### src/design/jsu_pkg.sv
package jsu_pkg;

  localparam int unsigned FifoDepth = 4;
  localparam int unsigned FifoPtrW  = $clog2(FifoDepth);
  localparam int unsigned FifoCntW  = $clog2(FifoDepth + 1);

  localparam logic [1:0] KindData = 2'd0;
  localparam logic [1:0] KindDone = 2'd1;
  localparam logic [1:0] KindErr  = 2'd2;

  localparam logic [7:0] ChQuote  = 8'h22;
  localparam logic [7:0] ChBslash = 8'h5C;
  localparam logic [7:0] ChU      = 8'h75;
  localparam logic [7:0] ChEnd    = 8'h00;

  localparam logic [15:0] Utf8TwoMin   = 16'h0080;
  localparam logic [15:0] Utf8ThreeMin = 16'h0800;
  localparam logic [7:0]  Utf8Lead2    = 8'hC0;
  localparam logic [7:0]  Utf8Lead3    = 8'hE0;
  localparam logic [7:0]  Utf8Cont     = 8'h80;
  localparam logic [5:0]  Utf8Mask     = 6'h3F;

  typedef enum logic [3:0] {
    ModeIdle = 4'b0001,
    ModeStr  = 4'b0010,
    ModeEsc  = 4'b0100,
    ModeHex  = 4'b1000
  } mode_e;

  // One classified input: one to three results, all of one kind.
  typedef struct packed {
    logic [1:0]      cnt;
    logic [1:0]      kind;
    logic [2:0][7:0] bytes;
  } entry_t;

  function automatic logic [3:0] hex_value(input logic [7:0] b);
    logic [3:0] v;
    v = 4'd0;
    case (b) inside
      [8'h30:8'h39]: v = 4'(b - 8'h30);
      [8'h61:8'h66]: v = 4'(b - 8'h61 + 8'd10);
      [8'h41:8'h46]: v = 4'(b - 8'h41 + 8'd10);
      default:       v = 4'd0;
    endcase
    return v;
  endfunction

  function automatic logic [7:0] escape_map(input logic [7:0] e);
    logic [7:0] r;
    case (e)
      8'h6E:   r = 8'h0A;
      8'h74:   r = 8'h09;
      8'h72:   r = 8'h0D;
      8'h62:   r = 8'h08;
      8'h66:   r = 8'h0C;
      default: r = e;
    endcase
    return r;
  endfunction

endpackage

### src/design/jsu_front.sv
module jsu_front (
  input  logic            clk_i,
  input  logic            rst_ni,
  input  logic            accept_i,
  input  logic [7:0]      in_byte_i,
  output logic            gen_o,
  output jsu_pkg::entry_t entry_o
);

  jsu_pkg::mode_e mode_q, mode_d;
  logic [1:0]     hex_count_q, hex_count_d;
  logic [15:0]    code_point_q, code_point_d;
  logic [15:0]    cp_new;

  assign cp_new = {code_point_q[11:0], jsu_pkg::hex_value(in_byte_i)};

  always_comb begin
    mode_d       = mode_q;
    hex_count_d  = hex_count_q;
    code_point_d = code_point_q;
    gen_o        = 1'b0;
    entry_o      = '0;
    case (mode_q)
      jsu_pkg::ModeIdle: begin
        if (in_byte_i != jsu_pkg::ChQuote) begin
          gen_o        = 1'b1;
          entry_o.cnt  = 2'd1;
          entry_o.kind = jsu_pkg::KindErr;
        end else begin
          mode_d = jsu_pkg::ModeStr;
        end
      end
      jsu_pkg::ModeStr: begin
        if (in_byte_i == jsu_pkg::ChEnd) begin
          gen_o        = 1'b1;
          entry_o.cnt  = 2'd1;
          entry_o.kind = jsu_pkg::KindErr;
          mode_d       = jsu_pkg::ModeIdle;
        end else if (in_byte_i == jsu_pkg::ChQuote) begin
          gen_o        = 1'b1;
          entry_o.cnt  = 2'd1;
          entry_o.kind = jsu_pkg::KindDone;
          mode_d       = jsu_pkg::ModeIdle;
        end else if (in_byte_i == jsu_pkg::ChBslash) begin
          mode_d = jsu_pkg::ModeEsc;
        end else begin
          gen_o            = 1'b1;
          entry_o.cnt      = 2'd1;
          entry_o.kind     = jsu_pkg::KindData;
          entry_o.bytes[0] = in_byte_i;
        end
      end
      jsu_pkg::ModeEsc: begin
        if (in_byte_i == jsu_pkg::ChEnd) begin
          gen_o        = 1'b1;
          entry_o.cnt  = 2'd1;
          entry_o.kind = jsu_pkg::KindErr;
          mode_d       = jsu_pkg::ModeIdle;
        end else if (in_byte_i == jsu_pkg::ChU) begin
          mode_d       = jsu_pkg::ModeHex;
          hex_count_d  = 2'd0;
          code_point_d = 16'd0;
        end else begin
          gen_o            = 1'b1;
          entry_o.cnt      = 2'd1;
          entry_o.kind     = jsu_pkg::KindData;
          entry_o.bytes[0] = jsu_pkg::escape_map(in_byte_i);
          mode_d           = jsu_pkg::ModeStr;
        end
      end
      jsu_pkg::ModeHex: begin
        if (in_byte_i == jsu_pkg::ChEnd) begin
          gen_o        = 1'b1;
          entry_o.cnt  = 2'd1;
          entry_o.kind = jsu_pkg::KindErr;
          mode_d       = jsu_pkg::ModeIdle;
          hex_count_d  = 2'd0;
          code_point_d = 16'd0;
        end else if (hex_count_q == 2'd3) begin
          gen_o        = 1'b1;
          entry_o.kind = jsu_pkg::KindData;
          if (cp_new < jsu_pkg::Utf8TwoMin) begin
            entry_o.cnt      = 2'd1;
            entry_o.bytes[0] = cp_new[7:0];
          end else if (cp_new < jsu_pkg::Utf8ThreeMin) begin
            entry_o.cnt      = 2'd2;
            entry_o.bytes[0] = jsu_pkg::Utf8Lead2 | {3'd0, cp_new[10:6]};
            entry_o.bytes[1] = jsu_pkg::Utf8Cont | {2'd0, cp_new[5:0] & jsu_pkg::Utf8Mask};
          end else begin
            entry_o.cnt      = 2'd3;
            entry_o.bytes[0] = jsu_pkg::Utf8Lead3 | {4'd0, cp_new[15:12]};
            entry_o.bytes[1] = jsu_pkg::Utf8Cont | {2'd0, cp_new[11:6] & jsu_pkg::Utf8Mask};
            entry_o.bytes[2] = jsu_pkg::Utf8Cont | {2'd0, cp_new[5:0] & jsu_pkg::Utf8Mask};
          end
          hex_count_d  = 2'd0;
          code_point_d = 16'd0;
          mode_d       = jsu_pkg::ModeStr;
        end else begin
          hex_count_d  = hex_count_q + 2'd1;
          code_point_d = cp_new;
        end
      end
      default: begin
        mode_d       = jsu_pkg::ModeIdle;
        hex_count_d  = 2'd0;
        code_point_d = 16'd0;
      end
    endcase
  end

  always_ff @(posedge clk_i or negedge rst_ni) begin
    if (!rst_ni) begin
      mode_q       <= jsu_pkg::ModeIdle;
      hex_count_q  <= 2'd0;
      code_point_q <= 16'd0;
    end else if (accept_i) begin
      mode_q       <= mode_d;
      hex_count_q  <= hex_count_d;
      code_point_q <= code_point_d;
    end
  end

`ifndef SYNTHESIS
  a_hex_count_idle: assert property (@(posedge clk_i) disable iff (!rst_ni)
    (mode_q != jsu_pkg::ModeHex) |-> (hex_count_q == 2'd0))
    else $error("hex count left non-zero outside a unicode escape");

  a_multi_is_data: assert property (@(posedge clk_i) disable iff (!rst_ni)
    (gen_o && entry_o.cnt != 2'd1) |-> (entry_o.kind == jsu_pkg::KindData))
    else $error("multi-byte result that is not data");
`endif

endmodule

### src/design/jsu_fifo.sv
module jsu_fifo (
  input  logic            clk_i,
  input  logic            rst_ni,
  input  logic            wr_i,
  input  jsu_pkg::entry_t wr_data_i,
  input  logic            rd_i,
  output jsu_pkg::entry_t rd_data_o,
  output logic            full_o,
  output logic            nonempty_o
);

  jsu_pkg::entry_t                mem_q [jsu_pkg::FifoDepth];
  logic [jsu_pkg::FifoPtrW-1:0]   wr_ptr_q, rd_ptr_q;
  logic [jsu_pkg::FifoCntW-1:0]   count_q;

  assign full_o     = count_q == jsu_pkg::FifoCntW'(jsu_pkg::FifoDepth);
  assign nonempty_o = count_q != '0;
  assign rd_data_o  = mem_q[rd_ptr_q];

  always_ff @(posedge clk_i) begin
    if (wr_i) begin
      mem_q[wr_ptr_q] <= wr_data_i;
    end
  end

  always_ff @(posedge clk_i or negedge rst_ni) begin
    if (!rst_ni) begin
      wr_ptr_q <= '0;
      rd_ptr_q <= '0;
      count_q  <= '0;
    end else begin
      if (wr_i) begin
        wr_ptr_q <= wr_ptr_q + jsu_pkg::FifoPtrW'(1);
      end
      if (rd_i) begin
        rd_ptr_q <= rd_ptr_q + jsu_pkg::FifoPtrW'(1);
      end
      if (wr_i && !rd_i) begin
        count_q <= count_q + jsu_pkg::FifoCntW'(1);
      end else if (!wr_i && rd_i) begin
        count_q <= count_q - jsu_pkg::FifoCntW'(1);
      end
    end
  end

`ifndef SYNTHESIS
  a_no_overflow: assert property (@(posedge clk_i) disable iff (!rst_ni)
    wr_i |-> !full_o)
    else $error("write into a full queue");

  a_no_underflow: assert property (@(posedge clk_i) disable iff (!rst_ni)
    rd_i |-> nonempty_o)
    else $error("read from an empty queue");
`endif

endmodule

### src/design/jsu_back.sv
module jsu_back (
  input  logic            clk_i,
  input  logic            rst_ni,
  input  logic            head_valid_i,
  input  jsu_pkg::entry_t head_i,
  input  logic            pop,
  output logic            head_rd_o,
  output logic            empty,
  output logic [7:0]      out_byte_o,
  output logic [1:0]      kind_o,
  output logic            last_o
);

  logic [1:0] idx_q;
  logic       xfer;

  assign empty      = !head_valid_i;
  assign xfer       = pop && head_valid_i;
  assign last_o     = idx_q == (head_i.cnt - 2'd1);
  assign out_byte_o = (idx_q == 2'd3) ? 8'd0 : head_i.bytes[idx_q];
  assign kind_o     = head_i.kind;
  assign head_rd_o  = xfer && last_o;

  always_ff @(posedge clk_i or negedge rst_ni) begin
    if (!rst_ni) begin
      idx_q <= 2'd0;
    end else if (xfer) begin
      idx_q <= last_o ? 2'd0 : idx_q + 2'd1;
    end
  end

`ifndef SYNTHESIS
  a_idx_in_entry: assert property (@(posedge clk_i) disable iff (!rst_ni)
    head_valid_i |-> (idx_q < head_i.cnt))
    else $error("result index beyond its entry");

  a_idx_rewinds: assert property (@(posedge clk_i) disable iff (!rst_ni)
    head_rd_o |=> (idx_q == 2'd0))
    else $error("result index not rewound after the last transfer");
`endif

endmodule

### src/design/json_string_unescape_unit.sv
// Streaming unescaper for one JSON string token: bytes enter at push/full, one per
// cycle while full is low, starting at the opening quote, and decoded bytes, a done
// marker or an error marker leave at empty/pop, one per cycle while empty is low;
// last flags the final result of an input. The front classifies each byte in the
// cycle it is accepted and writes up to three results as one entry into a four-deep
// queue; the back walks the head entry one result per pop. Results are registered in
// the queue before they reach the ports. Sustained intake is one byte a cycle as long
// as results are popped at the rate they are made; full rises when four entries wait.
module json_string_unescape_unit (
  input  logic       clk_i,
  input  logic       rst_ni,
  input  logic       push,
  output logic       full,
  input  logic [7:0] in_byte_i,
  output logic       empty,
  input  logic       pop,
  output logic [7:0] out_byte_o,
  output logic [1:0] kind_o,
  output logic       last_o
);

  logic            accept;
  logic            gen;
  jsu_pkg::entry_t entry;
  jsu_pkg::entry_t head;
  logic            head_valid;
  logic            head_rd;

  assign accept = push && !full;

  jsu_front u_front (
    .clk_i     (clk_i),
    .rst_ni    (rst_ni),
    .accept_i  (accept),
    .in_byte_i (in_byte_i),
    .gen_o     (gen),
    .entry_o   (entry)
  );

  jsu_fifo u_fifo (
    .clk_i      (clk_i),
    .rst_ni     (rst_ni),
    .wr_i       (accept && gen),
    .wr_data_i  (entry),
    .rd_i       (head_rd),
    .rd_data_o  (head),
    .full_o     (full),
    .nonempty_o (head_valid)
  );

  jsu_back u_back (
    .clk_i        (clk_i),
    .rst_ni       (rst_ni),
    .head_valid_i (head_valid),
    .head_i       (head),
    .pop          (pop),
    .head_rd_o    (head_rd),
    .empty        (empty),
    .out_byte_o   (out_byte_o),
    .kind_o       (kind_o),
    .last_o       (last_o)
  );

endmodule
### config.mk
export PLATFORM = sky130hd
export DESIGN_NAME = json_string_unescape_unit
export DESIGN_NICKNAME = d
export VERILOG_FILES = /design/src/design/jsu_pkg.sv /design/src/design/jsu_front.sv /design/src/design/jsu_fifo.sv /design/src/design/jsu_back.sv /design/src/design/json_string_unescape_unit.sv
export SDC_FILE = /design/constraint.sdc
export NUM_CORES = 1
export LEC_CHECK = 0
export ABC_AREA = 1
export BUFFER_PORTS_ARGS = -buffer_cell sky130_fd_sc_hd__buf_2
export CAP_MARGIN = 20
export CORE_ASPECT_RATIO = 0.5
export CORE_MARGIN = 8
export CORE_UTILIZATION = 55
export DETAILED_ROUTE_END_ITERATION = 8
export HOLD_SLACK_MARGIN = 0.06
export PLACE_DENSITY = 0.82
export RECOVER_POWER = 25
export REMOVE_ABC_BUFFERS = 1
export SLEW_MARGIN = 20
export SYNTH_ARGS = -nofsm -noshare
export SYNTH_HDL_FRONTEND = slang
export SYNTH_SLANG_ARGS = --single-unit
### constraint.sdc
create_clock -name clk_i -period 8 [get_ports clk_i]
set_input_delay 0.4 -clock clk_i [delete_from_list [all_inputs] [get_ports clk_i]]
set_output_delay 0.4 -clock clk_i [all_outputs]
set_load 0.02 [all_outputs]
# After elaboration in Yosys (flattened, before gate mapping)

Memories as Yosys holds them, arrays and structs flattened.
Index checks and enable logic that the tools add are counted.

Register bits after elaboration: 27
Bits in latches: 0
Bits in writable memories: 112
ROM bits: 0
Input bits: 12
Output and inout port bits: 13
Logic and storage cells: 134
Memories: 1

Add/subtract/negate cells: 12
$mul: 0
Divide/modulo/power cells: 0
Order comparisons: 9
Equality and inequality tests: 22
Shifts and indexed selects: 0
Muxes and demuxes: 63
Bitwise logic cells: 1
Reductions and logical operators: 19

Memory list:

| memory       | depth | width | read ports | clocked after Yosys merged registers in | wr ports | RTL line       | source |
|---|---|---|---|---|---|---|---|
| u_fifo.mem_q | 4     | 28    | 1          | 0                                       | 1        | jsu_fifo.sv:12 | `jsu_pkg::entry_t mem_q [jsu_pkg::FifoDepth];` |

Operator list:

| cell                 | number |
|---|---|
| $mux 8               | 9 |
| $mux 4               | 15 |
| $eq 8x7->1 const B   | 7 |
| $mux 12              | 4 |
| $pmux 8 s5           | 1 |
| $pmux 12 s3          | 1 |
| $mux 16              | 2 |
| $pmux 4 s4           | 2 |
| $mux 28              | 1 |
| $mux 24              | 1 |
| $pmux 8 s3           | 1 |
| $bmux 8 s2           | 1 |
| $ge 8x7->1 const B   | 2 |
| $le 8x7->1 const B   | 2 |
| $lt 16x12->1 const B | 1 |
| $lt 16x8->1 const B  | 1 |
| $mux 3               | 5 |
| $mux 14              | 1 |
| $mux 2               | 6 |
| $sub 4x1->4 const B  | 3 |
| $mux 1               | 11 |
| $logic_and 1x1->1    | 9 |
| $add 2x1->2 const B  | 4 |
| $add 4x4->4 const B  | 2 |
| other kinds (28)     | 34 |

# Logic depth before layout (Yosys ltp)

Gate-level depths: netlist (run 1).

Depth in word-level cells: 11
Gate-level depth with buffers: 17
Gate-level depth less buffers: 17

# Hierarchy

A second synthesis (run 1) with hierarchy kept.

Cells, all modules: 750
Area total of the unflattened synthesis: 7323.3 µm²

Modules (own cells, without submodules):

| module                    | times used | cells each | area an instance (µm²) |
|---|---|---|---|
| jsu_fifo                  | 1          | 376        | 5043.6 |
| jsu_front                 | 1          | 288        | 1841.8 |
| jsu_back                  | 1          | 81         | 414.1 |
| json_string_unescape_unit | 1          | 5          | 23.8 |

# Least setup slack after synthesis (run 1)

No wires, ideal clock.

Path type: input to register
Start point: input port in_byte_i[0]
End point: memory u_fifo.mem_q[0][0] (netlist name) (enable)
Arrival: 2.433 ns
Required time: 7.593 ns
Slack: 5.160 ns
Stages on the path: 10
Buffers on the path: 0
Cells stage by stage: inv_1 > ha_1 > nand2_4 > nor2_8 > nor2_1 > nand3_1 > nand2_1 > nand2_1 > nand2_2 > nor2_1

Longest elaborated chain between the ends: 8
Elaborated cells between the ends (all ways): 16
Those cells by class: eq/ne: 4; mux: 10; reduce/logical: 2

Ends and longest elaborated chain:

| item                             | RTL line                        | source |
|---|---|---|
| from (decl)                      | json_string_unescape_unit.sv:14 | `input logic [7:0] in_byte_i,` |
| $eq 8x7->1                       | jsu_front.sv:44                 | `end else if (in_byte_i == jsu_pkg::ChBslash) begin` |
| $mux 1                           | jsu_front.sv:44                 |  |
| $mux 1                           | jsu_front.sv:39                 | `end else if (in_byte_i == jsu_pkg::ChQuote) begin` |
| $mux 1                           | jsu_front.sv:34                 | `if (in_byte_i == jsu_pkg::ChEnd) begin` |
| $pmux 1 s4 (*)                   | jsu_front.sv:23                 | `case (mode_q)` |
| $logic_and 1x1->1 (*)            | json_string_unescape_unit.sv:43 | `.wr_i (accept && gen),` |
| $mux 1 (*)                       | jsu_fifo.sv:21                  | `if (wr_i) begin` |
| $mux 1 (implied by the code) (*) | jsu_fifo.sv:22                  | `mem_q[wr_ptr_q] <= wr_data_i;` |
| to (decl)                        | jsu_fifo.sv:12                  |  |

Every way passes the cells marked *; elsewhere a longest branch is shown, timed or not.

# Final worst setup path (run 1)

Start point: register u_fifo.rd_ptr_q[1] (netlist name)
End point: register u_fifo.count_q[2] (netlist name)

Longest elaborated chain between the ends: 7
Elaborated cells between the ends (all ways): 9
Those cells by class: add/sub: 1; eq/ne: 1; mux: 1; reduce/logical: 5; memory: 1

Ends and longest elaborated chain:

| item                                               | RTL line       | source |
|---|---|---|
| from (decl)                                        | jsu_fifo.sv:13 | `logic [jsu_pkg::FifoPtrW-1:0] wr_ptr_q, rd_ptr_q;` |
| from (signal assigned)                             | jsu_fifo.sv:36 | `rd_ptr_q <= rd_ptr_q + jsu_pkg::FifoPtrW'(1);` |
| $mem_v2 4x28 (*)                                   | -              |  |
| $sub 2x1->2 (*)                                    | jsu_back.sv:19 | `assign last_o = idx_q == (head_i.cnt - 2'd1);` |
| $eq 2x2->1 (*)                                     | jsu_back.sv:19 |  |
| $logic_and 1x1->1 (*)                              | jsu_back.sv:22 | `assign head_rd_o = xfer && last_o;` |
| $logic_not 1->1                                    | jsu_fifo.sv:38 | `if (wr_i && !rd_i) begin` |
| $logic_and 1x1->1                                  | jsu_fifo.sv:38 |  |
| $mux 3 / $reduce_bool 2->1 (equally long branches) | -              |  |
| to (signal assigned)                               | jsu_fifo.sv:39 | `count_q <= count_q + jsu_pkg::FifoCntW'(1);` |
| to (signal assigned)                               | jsu_fifo.sv:41 | `count_q <= count_q - jsu_pkg::FifoCntW'(1);` |
| to (decl)                                          | jsu_fifo.sv:14 | `logic [jsu_pkg::FifoCntW-1:0] count_q;` |

Marks and branches as above.
A chain may end at the register's enable or synchronous reset.

==> flow_metrics.env, run 1 <==
export IMPL_core_mm2=0.01105
export IMPL_yosysSeqAreaShare=0.5880
export IMPL_ant_nets=0
export IMPL_routed_wl_um=15340
export IMPL_dieArea_mm2=0.01526
export IMPL_fin_skew_ps=7.708
export IMPL_fmax_ghz=0.2645
export IMPL_cts_buffers=17
export IMPL_crit_type="reg -> reg"
export IMPL_crit_path_cell_trace="inv_1 > nand3_1 > nand2_1 > nand2_1 > nand3_1 > nand3_1 > ha_1 > inv_1 > fa_1 > a21oi_1 > o21ai_0 > xor2_1"
export IMPL_final_area_mm2=0.007066
export IMPL_grt_usage=0.2027
export IMPL_ys_flop_type="edfxtp_1"
export IMPL_cp_max_fo=28
export IMPL_synth_async_reset_ratio=0.2126
export IMPL_drive_gt1_frac=0.1237
export IMPL_viasPerCell=5.839
export IMPL_powerDensity_mw_per_mm2=374.2
export IMPL_synth_area_mm2=0.006259
export IMPL_ir_drop_v=0.0001966
export IMPL_synth_top_cell_area_share=0.4798
export IMPL_hold_end="u_fifo.wr_ptr_q[1]$_DFFE_PN0P_"
export IMPL_maxSlewViolCount=27
export IMPL_required_ps=8280
export IMPL_drv_cap=1
export IMPL_status="complete, but fails checks"
export IMPL_reg2reg_to="u_fifo.count_q[2]$_DFFE_PN0P_"
export IMPL_max_stage_delay_ps=980
export IMPL_cpMaxStageDelayCell="dfrtp_1"
export IMPL_end_kind="register"
export IMPL_cts_resized_gates=0
export IMPL_post_dp_hpwl_um=9690
export IMPL_dpl_cell_area_mm2=0.006495
export IMPL_htreeDepth=4
export IMPL_synthCells=644
export IMPL_violations="capacitance limit, slew limit"
export IMPL_placed_cells=799
export IMPL_routabilityCongestion=0.9149
export IMPL_tightest_slew_ps=1502
export IMPL_fp_dieH_um=91.43
export IMPL_setup_viol=0
export IMPL_num_antenna_cells=0
export IMPL_rr_startpoint="u_fifo.rd_ptr_q[1]$_DFFE_PN0P_"
export IMPL_first_pass_iters=6
export IMPL_cts_root_buf="clkbuf_16"
export IMPL_seq_area_mm2=0.003680
export IMPL_rr_worst_depth=12
export IMPL_finalWorstSetupSlack_ps=4220
export IMPL_grt_pass1_vias=4704
export IMPL_num_rows=27
export IMPL_synth_area_leaders="edfxtp_1 48%, dfrtp_1 10%, nand2_1 8.5%"
export IMPL_start_util=0.5665
export IMPL_wl_per_cell_um=18.44
export IMPL_rsz0062_at_grt="no"
export IMPL_holdPathStages=5
export IMPL_layout_commonest_cell="nand2_1"
export IMPL_drc_errors=0
export IMPL_die_w_um=166.9
export IMPL_crit_top_cell="nand3_1"
export IMPL_cts_tree="built"
export IMPL_globalRouteOverflowTotal=0
export IMPL_grt_antenna_before_repair=0
export IMPL_whs_ps=410.4
export IMPL_grt_pass1_wl_um=24360
export IMPL_multiInputGateArea_mm2=0.002151
export IMPL_yosys_warnings=0
export IMPL_cp_arrival_ps=4060
export IMPL_yosysTopAreaCell="edfxtp_1"
export IMPL_fillers=787
export IMPL_min_period_ps=3780
export IMPL_fin_nets=698
export IMPL_synth_edf_count=100
export IMPL_clock_sinks=127
export IMPL_finish_utilization=0.6396
export IMPL_tns_ps=0
export IMPL_vias=4858
export IMPL_clockBufferDepth=2
export IMPL_preCtsSetupSlack_ps=4420
export IMPL_p_leak_nw=2.875
export IMPL_drt_first_iter_violations=782
export IMPL_mostFrequentLayoutCells="146 x nand2_1, 100 x edfxtp_1, 89 x nor2_1, 59 x inv_1, 58 x o21ai_0"
export IMPL_post_route_period_util=0.4725
export IMPL_finalPower_mw=2.644
export IMPL_hp_class="in -> reg"
export IMPL_ys_seq_elements=127
export IMPL_avgSynthCellArea_um2=9.718
export IMPL_hold_violations=0
export IMPL_pin_count=25
export IMPL_synth_cell_types=43
export IMPL_slew_headroom=-0.001569
export IMPL_io_buffers=24
export IMPL_postCtsSetupRepairBufs=0
export IMPL_area_growth_pct=12.89
export IMPL_rrSetupSlack_ps=4220
export IMPL_grt_max_degree=53
export IMPL_fin_cells=832
export IMPL_crit_path_start_kind="register"
export IMPL_worstSkewPairLatency_ps=420
export IMPL_min_from="push"
export IMPL_clk_pin_slew_ps=60
## power by group
group / switching (mW) / leakage [nW] / internal [mW]
Clock: 0.290 / 0.302 / 0.551
Combinational: 0.625 / 1.31 / 0.263
Sequential: 0.0688 / 1.26 / 0.847
## cell families after synthesis
| logic type | Yosys count | share of synthesized area |
|---|---|---|
| AO/OA/AOI/OAI | 121 | 0.1116 |
| XOR/XNOR | 5 | 0.006998 |
| adder cells (fa/ha/maj) | 12 | 0.02519 |
| buffers and inverters | 84 | 0.05837 |
| flip-flops | 127 | 0.5880 |
| multiplexers | 1 | 0.001799 |
| AND/OR/NAND/NOR | 294 | 0.2081 |
## flip-flops by register name (all words and copies together) (netlist names)
signal and count:
u_back.idx_q 2, u_fifo.count_q 3, u_fifo.mem_q 100, u_fifo.rd_ptr_q 2
u_fifo.wr_ptr_q 2, u_front.code_point_q 12, u_front.hex_count_q 2, u_front.mode_q 4
## synthesized netlist by cell type, drive strengths merged, types with 2 or more instances
master,n
o211ai,2
buf,13
inv,64
ha,11
xnor2,2
nor2,98
nand4,3
edfxtp,100
nand2,155
clkbuf,7
o22ai,40
a21oi,11
dfrtp,26
nor3,5
xor2,3
nand3,30
o21ai,64
## layout make-up
| class | count | area share |
|---|---|---|
| sequential | 127 | 0.5208 |
| tap | 145 | 0.02568 |
| clock buffer | 17 | 0.06021 |
| inverter | 64 | 0.03435 |
| multi-input combinational | 433 | 0.3044 |
| clock inverter | 15 | 0.03046 |
| timing repair buffer | 31 | 0.02408 |
## layer usage
layer	share of wire	GRT usage
met3	0.098	0.05829
met2	0.47	0.3242
met1	0.41	0.2547
met5	0	0
met4	0.020	0.08935
## critical path, delay by kind of cell (launching register included)
family,cells,cell delay (ps)
DFF,1,980
and+or+nand+nor,5,820
buffers and inverters,2,760
adders and majority gates,2,630
AOI/OAI and AO/OA,2,280
xor gates and xnor gates,1,180
## worst max-delay path by stage
stage                                   startpoint                             to  slack, ps
floorplan           u_fifo.rd_ptr_q[0]$_DFFE_PN0P_  u_fifo.count_q[2]$_DFFE_PN0P_       4500
global placement    u_fifo.rd_ptr_q[1]$_DFFE_PN0P_  u_fifo.count_q[2]$_DFFE_PN0P_       4580
detailed placement  u_fifo.rd_ptr_q[1]$_DFFE_PN0P_  u_fifo.count_q[2]$_DFFE_PN0P_       4420
CTS                 u_fifo.rd_ptr_q[1]$_DFFE_PN0P_  u_fifo.count_q[2]$_DFFE_PN0P_       4330
global route        u_fifo.rd_ptr_q[1]$_DFFE_PN0P_  u_fifo.count_q[2]$_DFFE_PN0P_       4020
finish              u_fifo.rd_ptr_q[1]$_DFFE_PN0P_  u_fifo.count_q[2]$_DFFE_PN0P_       4220
## repair_timing
action,4_1_cts,5_1_grt
endpoints found under the hold margin,26,0
setup endpoints to repair,0,0
hold buffers,1,0
Note: power is estimated with default switching activity, not from simulation.
==> run 2: changes to the inputs <==
==> constraint.sdc (replaced) <==
create_clock -name clk_i -period 3.5 [get_ports clk_i]
set_input_delay 0.175 -clock clk_i [delete_from_list [all_inputs] [get_ports clk_i]]
set_output_delay 0.175 -clock clk_i [all_outputs]
set_load 0.02 [all_outputs]
==> run 2 against run 1 <==
Effect of this change:
- the flow still finishes with violations (capacitance limit, slew limit)
- flip-flop and latch count did not move
- clock power rose by 89%
- critical path depth rose by 3
- maximum frequency rose by 28%
- die area did not move
- wire length fell by 1.6%
- clock skew rose by 3.0 ps
- worst hold slack got worse by 230 ps
- register-to-register slack got worse by 3700 ps
- design area fell by 1.3%
- sequential share of layout area rose by 0.70 points
- highest routed layer unchanged
==> flow_metrics.env, run 2 (synthesis results as in run 1) <==
export IMPL_grt_antenna_before_repair=0
export IMPL_routabilityCongestion=0.9416
export IMPL_violations="capacitance limit, slew limit"
export IMPL_ir_drop_v=0.0004610
export IMPL_maxSlewViolCount=28
export IMPL_pin_count=25
export IMPL_max_stage_delay_ps=510
export IMPL_fmax_ghz=0.3386
export IMPL_cts_root_buf="clkbuf_16"
export IMPL_io_buffers=24
export IMPL_start_util=0.5665
export IMPL_crit_top_cell="nand2_1"
export IMPL_grt_pass1_vias=4781
export IMPL_fillers=806
export IMPL_crit_path_start_kind="register"
export IMPL_cp_arrival_ps=3240
export IMPL_layout_commonest_cell="nand2_1"
export IMPL_vias=4879
export IMPL_largest_reg_flops=100
export IMPL_grt_pass1_wl_um=24210
export IMPL_hold_violations=0
export IMPL_wl_per_cell_um=18.13
export IMPL_slew_headroom=-0.04495
export IMPL_worstSkewPairLatency_ps=420
export IMPL_routed_wl_um=15100
export IMPL_min_period_ps=2954
export IMPL_area_growth_pct=11.40
export IMPL_drive_gt1_frac=0.1221
export IMPL_powerDensity_mw_per_mm2=816.5
export IMPL_drt_first_iter_violations=501
export IMPL_cts_buffers=17
export IMPL_finalWorstSetupSlack_ps=546.4
export IMPL_viasPerCell=5.857
export IMPL_num_rows=27
export IMPL_core_mm2=0.01105
export IMPL_ant_nets=0
export IMPL_post_dp_hpwl_um=9453
export IMPL_mostFrequentLayoutCells="147 x nand2_1, 100 x edfxtp_1, 87 x nor2_1, 59 x inv_1, 59 x o21ai_0"
export IMPL_whs_ps=178.7
export IMPL_postCtsSetupRepairBufs=0
export IMPL_regMostFlops="u_fifo.mem_q"
export IMPL_htreeDepth=4
export IMPL_hold_buffers=1
export IMPL_drc_errors=0
export IMPL_cp_max_fo=7
export IMPL_required_ps=3780
export IMPL_end_kind="register"
export IMPL_crit_path_cell_trace="inv_1 > nand2_1 > nor3_1 > inv_2 > nand2_1 > nand2_1 > nand2_1 > nand2_2 > inv_1 > ha_1 > inv_1 > fa_1 > a21oi_1 > o21ai_0 > xor2_1"
export IMPL_preCtsSetupSlack_ps=727.8
export IMPL_num_antenna_cells=0
export IMPL_clockBufferDepth=2
export IMPL_largest_registers="u_fifo.mem_q x100, u_front.code_point_q x12, u_front.mode_q x4"
export IMPL_cts_resized_gates=0
export IMPL_drv_cap=1
export IMPL_fp_dieH_um=91.43
export IMPL_clock_sinks=127
export IMPL_hp_class="in -> reg"
export IMPL_post_route_period_util=0.8439
export IMPL_die_w_um=166.9
export IMPL_tightest_slew_ps=1567
export IMPL_first_pass_iters=6
export IMPL_dieArea_mm2=0.01526
export IMPL_fin_nets=700
export IMPL_p_leak_nw=2.856
export IMPL_fin_skew_ps=10.72
export IMPL_cpMaxStageDelayCell="nor3_1"
export IMPL_status="complete, but fails checks"
export IMPL_rsz0062_at_grt="no"
export IMPL_grt_usage=0.2010
export IMPL_crit_type="reg -> reg"
export IMPL_setup_viol=0
export IMPL_clk_pin_slew_ps=60
export IMPL_cts_tree="built"
export IMPL_globalRouteOverflowTotal=0
export IMPL_grt_max_degree=45
export IMPL_placed_cells=801
export IMPL_fin_cells=833
## run 2: cell types whose count changed in the layout (fill, tap and decap cells not counted), sizes merged
cell / change
buf: +4
clkbuf: +1
clkinv: -2
clkinvlp: +2
bufinv: -4
## run 2: path summary, 6_finish.rpt
kind                                               startpoint                            endpoint  slack [ps]  cells after the start
setup / recovery                u_front.mode_q[3]$_DFFE_PN0P_       u_fifo.count_q[2]$_DFFE_PN0P_         550                     15
hold / removal                                            pop         u_back.idx_q[1]$_DFFE_PN0P_         180                      4
setup reg to reg                u_front.mode_q[3]$_DFFE_PN0P_       u_fifo.count_q[2]$_DFFE_PN0P_         550                     15
hold reg to reg            u_front.hex_count_q[1]$_DFFE_PN0P_  u_front.hex_count_q[1]$_DFFE_PN0P_         500                      2
max in group asynchronous                              rst_ni      u_fifo.rd_ptr_q[0]$_DFFE_PN0P_        1900                      2
min in group asynchronous                              rst_ni         u_back.idx_q[1]$_DFFE_PN0P_         670                      2
## run 2: per-stage QoR
stage                     setup TNS (ps)  power (mW)  area, um^2    util
after detailed placement               0       4.122        6510  0.5893
after CTS                              0       5.715        7051  0.6382
final                                  0       5.693        6972  0.6311
after floorplan                   -3.871       3.447        6138       -
after global placement                 0       4.046        6510  0.5893
after global routing                   0       6.011        6972  0.6311
## run 2: area by class of cell
| type | instances | area (um^2) | share of cell area |
|---|---|---|---|
| clock buffers | 20 | 436.7 | 0.06263 |
| clock inverters | 11 | 93.84 | 0.01346 |
| inverters | 64 | 242.7 | 0.03482 |
| multi-input cells | 433 | 2150 | 0.3083 |
| flip-flops and latches | 127 | 3680 | 0.5278 |
| well taps | 145 | 181.4 | 0.02602 |
| repair buffers | 33 | 187.7 | 0.02692 |
## run 2: worst max-delay path: cells and delay by family, from the launching register on
kind	cells	cell delay, ps
and+or+nand+nor	6	1050
adders and majority gates	2	570
DFF	1	390
buffers and inverters	4	380
AOI/OAI and AO/OA	2	260
xor gates and xnor gates	1	160
## run 2: power breakdown
part / internal [mW] / leakage (nW) / switching, mW
Clock: 0.963 / 0.243 / 0.629
Sequential: 1.93 / 1.26 / 0.144
Combinational: 0.606 / 1.35 / 1.42
Total: 3.50 / 2.86 / 2.19
## run 2: metal layers
metal,track usage,part of all wire
met3,0.05397,0.096
met4,0.1057,0.025
met2,0.3167,0.46
met5,0,0
met1,0.2526,0.41
==> run 3: changes to the inputs <==
--- a/config.mk
+++ b/config.mk
@@ -5,7 +5,7 @@
 export SDC_FILE = /design/constraint.sdc
 export NUM_CORES = 1
 export LEC_CHECK = 0
-export ABC_AREA = 1
+export ABC_AREA = 0
 export BUFFER_PORTS_ARGS = -buffer_cell sky130_fd_sc_hd__buf_2
 export CAP_MARGIN = 20
 export CORE_ASPECT_RATIO = 0.5
==> constraint.sdc (replaced) <==
create_clock -name clk_i -period 3 [get_ports clk_i]
set_input_delay 0.15 -clock clk_i [delete_from_list [all_inputs] [get_ports clk_i]]
set_output_delay 0.15 -clock clk_i [all_outputs]
set_load 0.02 [all_outputs]
==> run 3 against run 2 <==
Effect of this change:
- the run still ends with capacitance limit, slew limit left
- critical path type unchanged
- synthesized area down 2.8%
- sequential power up 15%
- synthesized cell count down 31%
- via count down 14%
- highest routed layer unchanged
- first-iteration DRC count up 0.80%
- critical path depth down 6
- wire length down 5.3%
==> flow_metrics.env, run 3 <==
export IMPL_cp_arrival_ps=3130
export IMPL_wl_per_cell_um=21.76
export IMPL_clk_pin_slew_ps=60
export IMPL_worstSkewPairLatency_ps=420
export IMPL_fin_skew_ps=7.553
export IMPL_cts_buffers=17
export IMPL_synthCells=447
export IMPL_clockBufferDepth=2
export IMPL_largest_registers="u_fifo.mem_q x100, u_front.code_point_q x12, u_front.mode_q x4"
export IMPL_regMostFlops="u_fifo.mem_q"
export IMPL_layout_commonest_cell="edfxtp_1"
export IMPL_yosysSeqAreaShare=0.6051
export IMPL_synth_top_cell_area_share=0.4938
export IMPL_synth_cell_types=69
export IMPL_finalWorstSetupSlack_ps=163.7
export IMPL_drt_first_iter_violations=505
export IMPL_fin_cells=657
export IMPL_synth_area_mm2=0.006081
export IMPL_drive_gt1_frac=0.2344
export IMPL_synth_most_common_cell="edfxtp_1"
export IMPL_grt_pass1_wl_um=23130
export IMPL_setup_viol=0
export IMPL_viasPerCell=6.397
export IMPL_die_w_um=164.7
export IMPL_placed_cells=620
export IMPL_cp_max_fo=6
export IMPL_violations="capacitance limit, slew limit"
export IMPL_num_antenna_cells=0
export IMPL_min_period_ps=2836
export IMPL_drv_cap=1
export IMPL_grt_pass1_vias=4170
export IMPL_end_kind="register"
export IMPL_p_leak_nw=2.679
export IMPL_clock_sinks=127
export IMPL_grt_antenna_before_repair=0
export IMPL_ant_nets=0
export IMPL_required_ps=3300
export IMPL_hold_violations=0
export IMPL_min_from="in_byte_i[2]"
export IMPL_num_rows=27
export IMPL_status="complete, but fails checks"
export IMPL_rrSetupSlack_ps=160
export IMPL_largest_reg_flops=100
export IMPL_crit_end="u_fifo.count_q[1]$_DFFE_PN0P_"
export IMPL_synth_edf_count=100
export IMPL_fmax_ghz=0.3526
export IMPL_area_growth_pct=16.98
export IMPL_reg2reg_to="u_fifo.count_q[1]$_DFFE_PN0P_"
export IMPL_dpl_cell_area_mm2=0.006476
export IMPL_preCtsSetupSlack_ps=75.33
export IMPL_fin_nets=523
export IMPL_synth_area_leaders="edfxtp_1 49%, dfrtp_1 11%, mux4_2 9.3%"
export IMPL_vias=4203
export IMPL_rr_startpoint="u_fifo.rd_ptr_q[0]$_DFFE_PN0P_"
export IMPL_crit_type="reg -> reg"
export IMPL_start_util=0.5590
export IMPL_yosys_top_cells_count="100 x edfxtp_1, 40 x nor2_1, 37 x nand2_1"
export IMPL_synth_async_reset_ratio=0.2126
export IMPL_routabilityCongestion=0.9113
export IMPL_core_mm2=0.01088
export IMPL_fillers=724
export IMPL_htreeDepth=4
export IMPL_rsz0062_at_grt="no"
export IMPL_fp_dieH_um=90.35
export IMPL_yosys_warnings=0
export IMPL_post_route_period_util=0.9454
export IMPL_cts_tree="built"
export IMPL_hp_class="in -> reg"
export IMPL_crit_path_start_kind="register"
export IMPL_final_area_mm2=0.007113
export IMPL_grt_max_degree=28
export IMPL_post_dp_hpwl_um=9006
export IMPL_maxSlewViolCount=28
export IMPL_rr_worst_depth=9
export IMPL_io_buffers=24
export IMPL_startpoint="u_fifo.rd_ptr_q[0]$_DFFE_PN0P_"
export IMPL_cts_root_buf="clkbuf_16"
export IMPL_ir_drop_v=0.0006611
export IMPL_mostFrequentLayoutCells="100 x edfxtp_1, 40 x nor2_1, 38 x nand2_1, 25 x mux4_2, 24 x buf_4"
export IMPL_pin_count=25
export IMPL_avgSynthCellArea_um2=13.60
export IMPL_finish_utilization=0.6539
export IMPL_dieArea_mm2=0.01488
export IMPL_slew_headroom=-0.02233
export IMPL_routed_wl_um=14300
export IMPL_grt_usage=0.2011
export IMPL_powerDensity_mw_per_mm2=943.6
export IMPL_first_pass_iters=9
export IMPL_drc_errors=0
export IMPL_ys_seq_elements=127
export IMPL_tightest_slew_ps=1533
export IMPL_globalRouteOverflowTotal=0
export IMPL_ys_flop_type="edfxtp_1"
export IMPL_yosysTopAreaCell="edfxtp_1"
-- run 3: cell count changes in the layout (fill, tap and decap cells not counted), moves of 16 or more --
| cell | before | now |
|---|---|---|
| o22ai_1 | 38 | 2 |
| buf_4 | 8 | 24 |
| o21ai_0 | 59 | 17 |
| inv_1 | 59 | 11 |
| nand2_1 | 147 | 38 |
| nor2_1 | 87 | 40 |
| mux4_2 | 0 | 25 |
| nand3_1 | 30 | 10 |
-- run 3: area by class of cell --
cell class	instances	area [um^2]	share of cell area
clock buffers	18	429.2	0.06033
clock inverters	14	181.4	0.02551
inverters	11	41.29	0.005805
multi-input cells	288	2266	0.3186
flip-flops and latches	127	3684	0.5179
well taps	145	181.4	0.02551
repair buffers	54	330.3	0.04644
-- run 3: how the worst min path moves through the flow --
| stage | end | slack [ps] | cells past startpoint |
|---|---|---|---|
| 3_3_place_gp | u_fifo.count_q[0]$_DFFE_PN0P_ | 200 | 1 |
| 5_1_grt | u_front.mode_q[3]$_DFFE_PN0P_ | 70 | 3 |
| 4_1_cts | u_front.mode_q[3]$_DFFE_PN0P_ | 70 | 3 |
| 2_1_floorplan | u_back.idx_q[0]$_DFFE_PN0P_ | -150 | 0 |
| 3_5_place_dp | u_fifo.count_q[0]$_DFFE_PN0P_ | 200 | 1 |
| 6_report | u_front.mode_q[3]$_DFFE_PN0P_ | 80 | 3 |
-- run 3: repair_timing --
| item | CTS | global route |
|---|---|---|
| endpoints found under the hold margin | 27 | 0 |
| buffers inserted | 0 | 3 |
| hold buffers | 2 | 0 |
| endpoints found under the setup margin | 0 | 2 |
| resized for setup | 0 | 7 |
-- run 3: cell families after synthesis --
logic type | synth area share
adders and majority gates | 0.02593
muxes | 0.1103
AOI/OAI and AO/OA | 0.1031
DFF | 0.6051
buffers and inverters | 0.02243
xor gates and xnor gates | 0.01440
and+or+nand+nor | 0.1187
-- run 3: power by group --
group | internal [mW] | switching (mW)
registers | 2.24 | 0.160
clock network | 1.32 | 0.786
logic | 0.904 | 1.30
-- run 3: through the flow --
stage	hold WS, ps	setup TNS, ps	power [mW]
4_1_cts	67.26	0	6.740
2_1_floorplan	-145.6	-1915	3.880
5_1_grt	72.99	0	7.025
3_5_place_dp	203.3	0	4.592
3_3_place_gp	204.8	0	4.526
6_report	83.31	0	6.712
-- run 3: worst max-delay path, stage by stage (launching register included) --
cell	delay, ps
dfrtp_2	470
mux4_2	580
xnor2_2	210
nand2_1	130
o22ai_2	170
nand2_1	160
ha_2	240
inv_1	80
fa_1	400
mux2_2	270
-- run 3: metal layers --
layer,vias to the layer above,track usage,wire [um]
li1,1839,-,-
met1,2058,0.2740,5913
met2,274,0.2988,6777
met3,32,0.06142,1374
met4,0,0.07228,234
met5,-,0,0
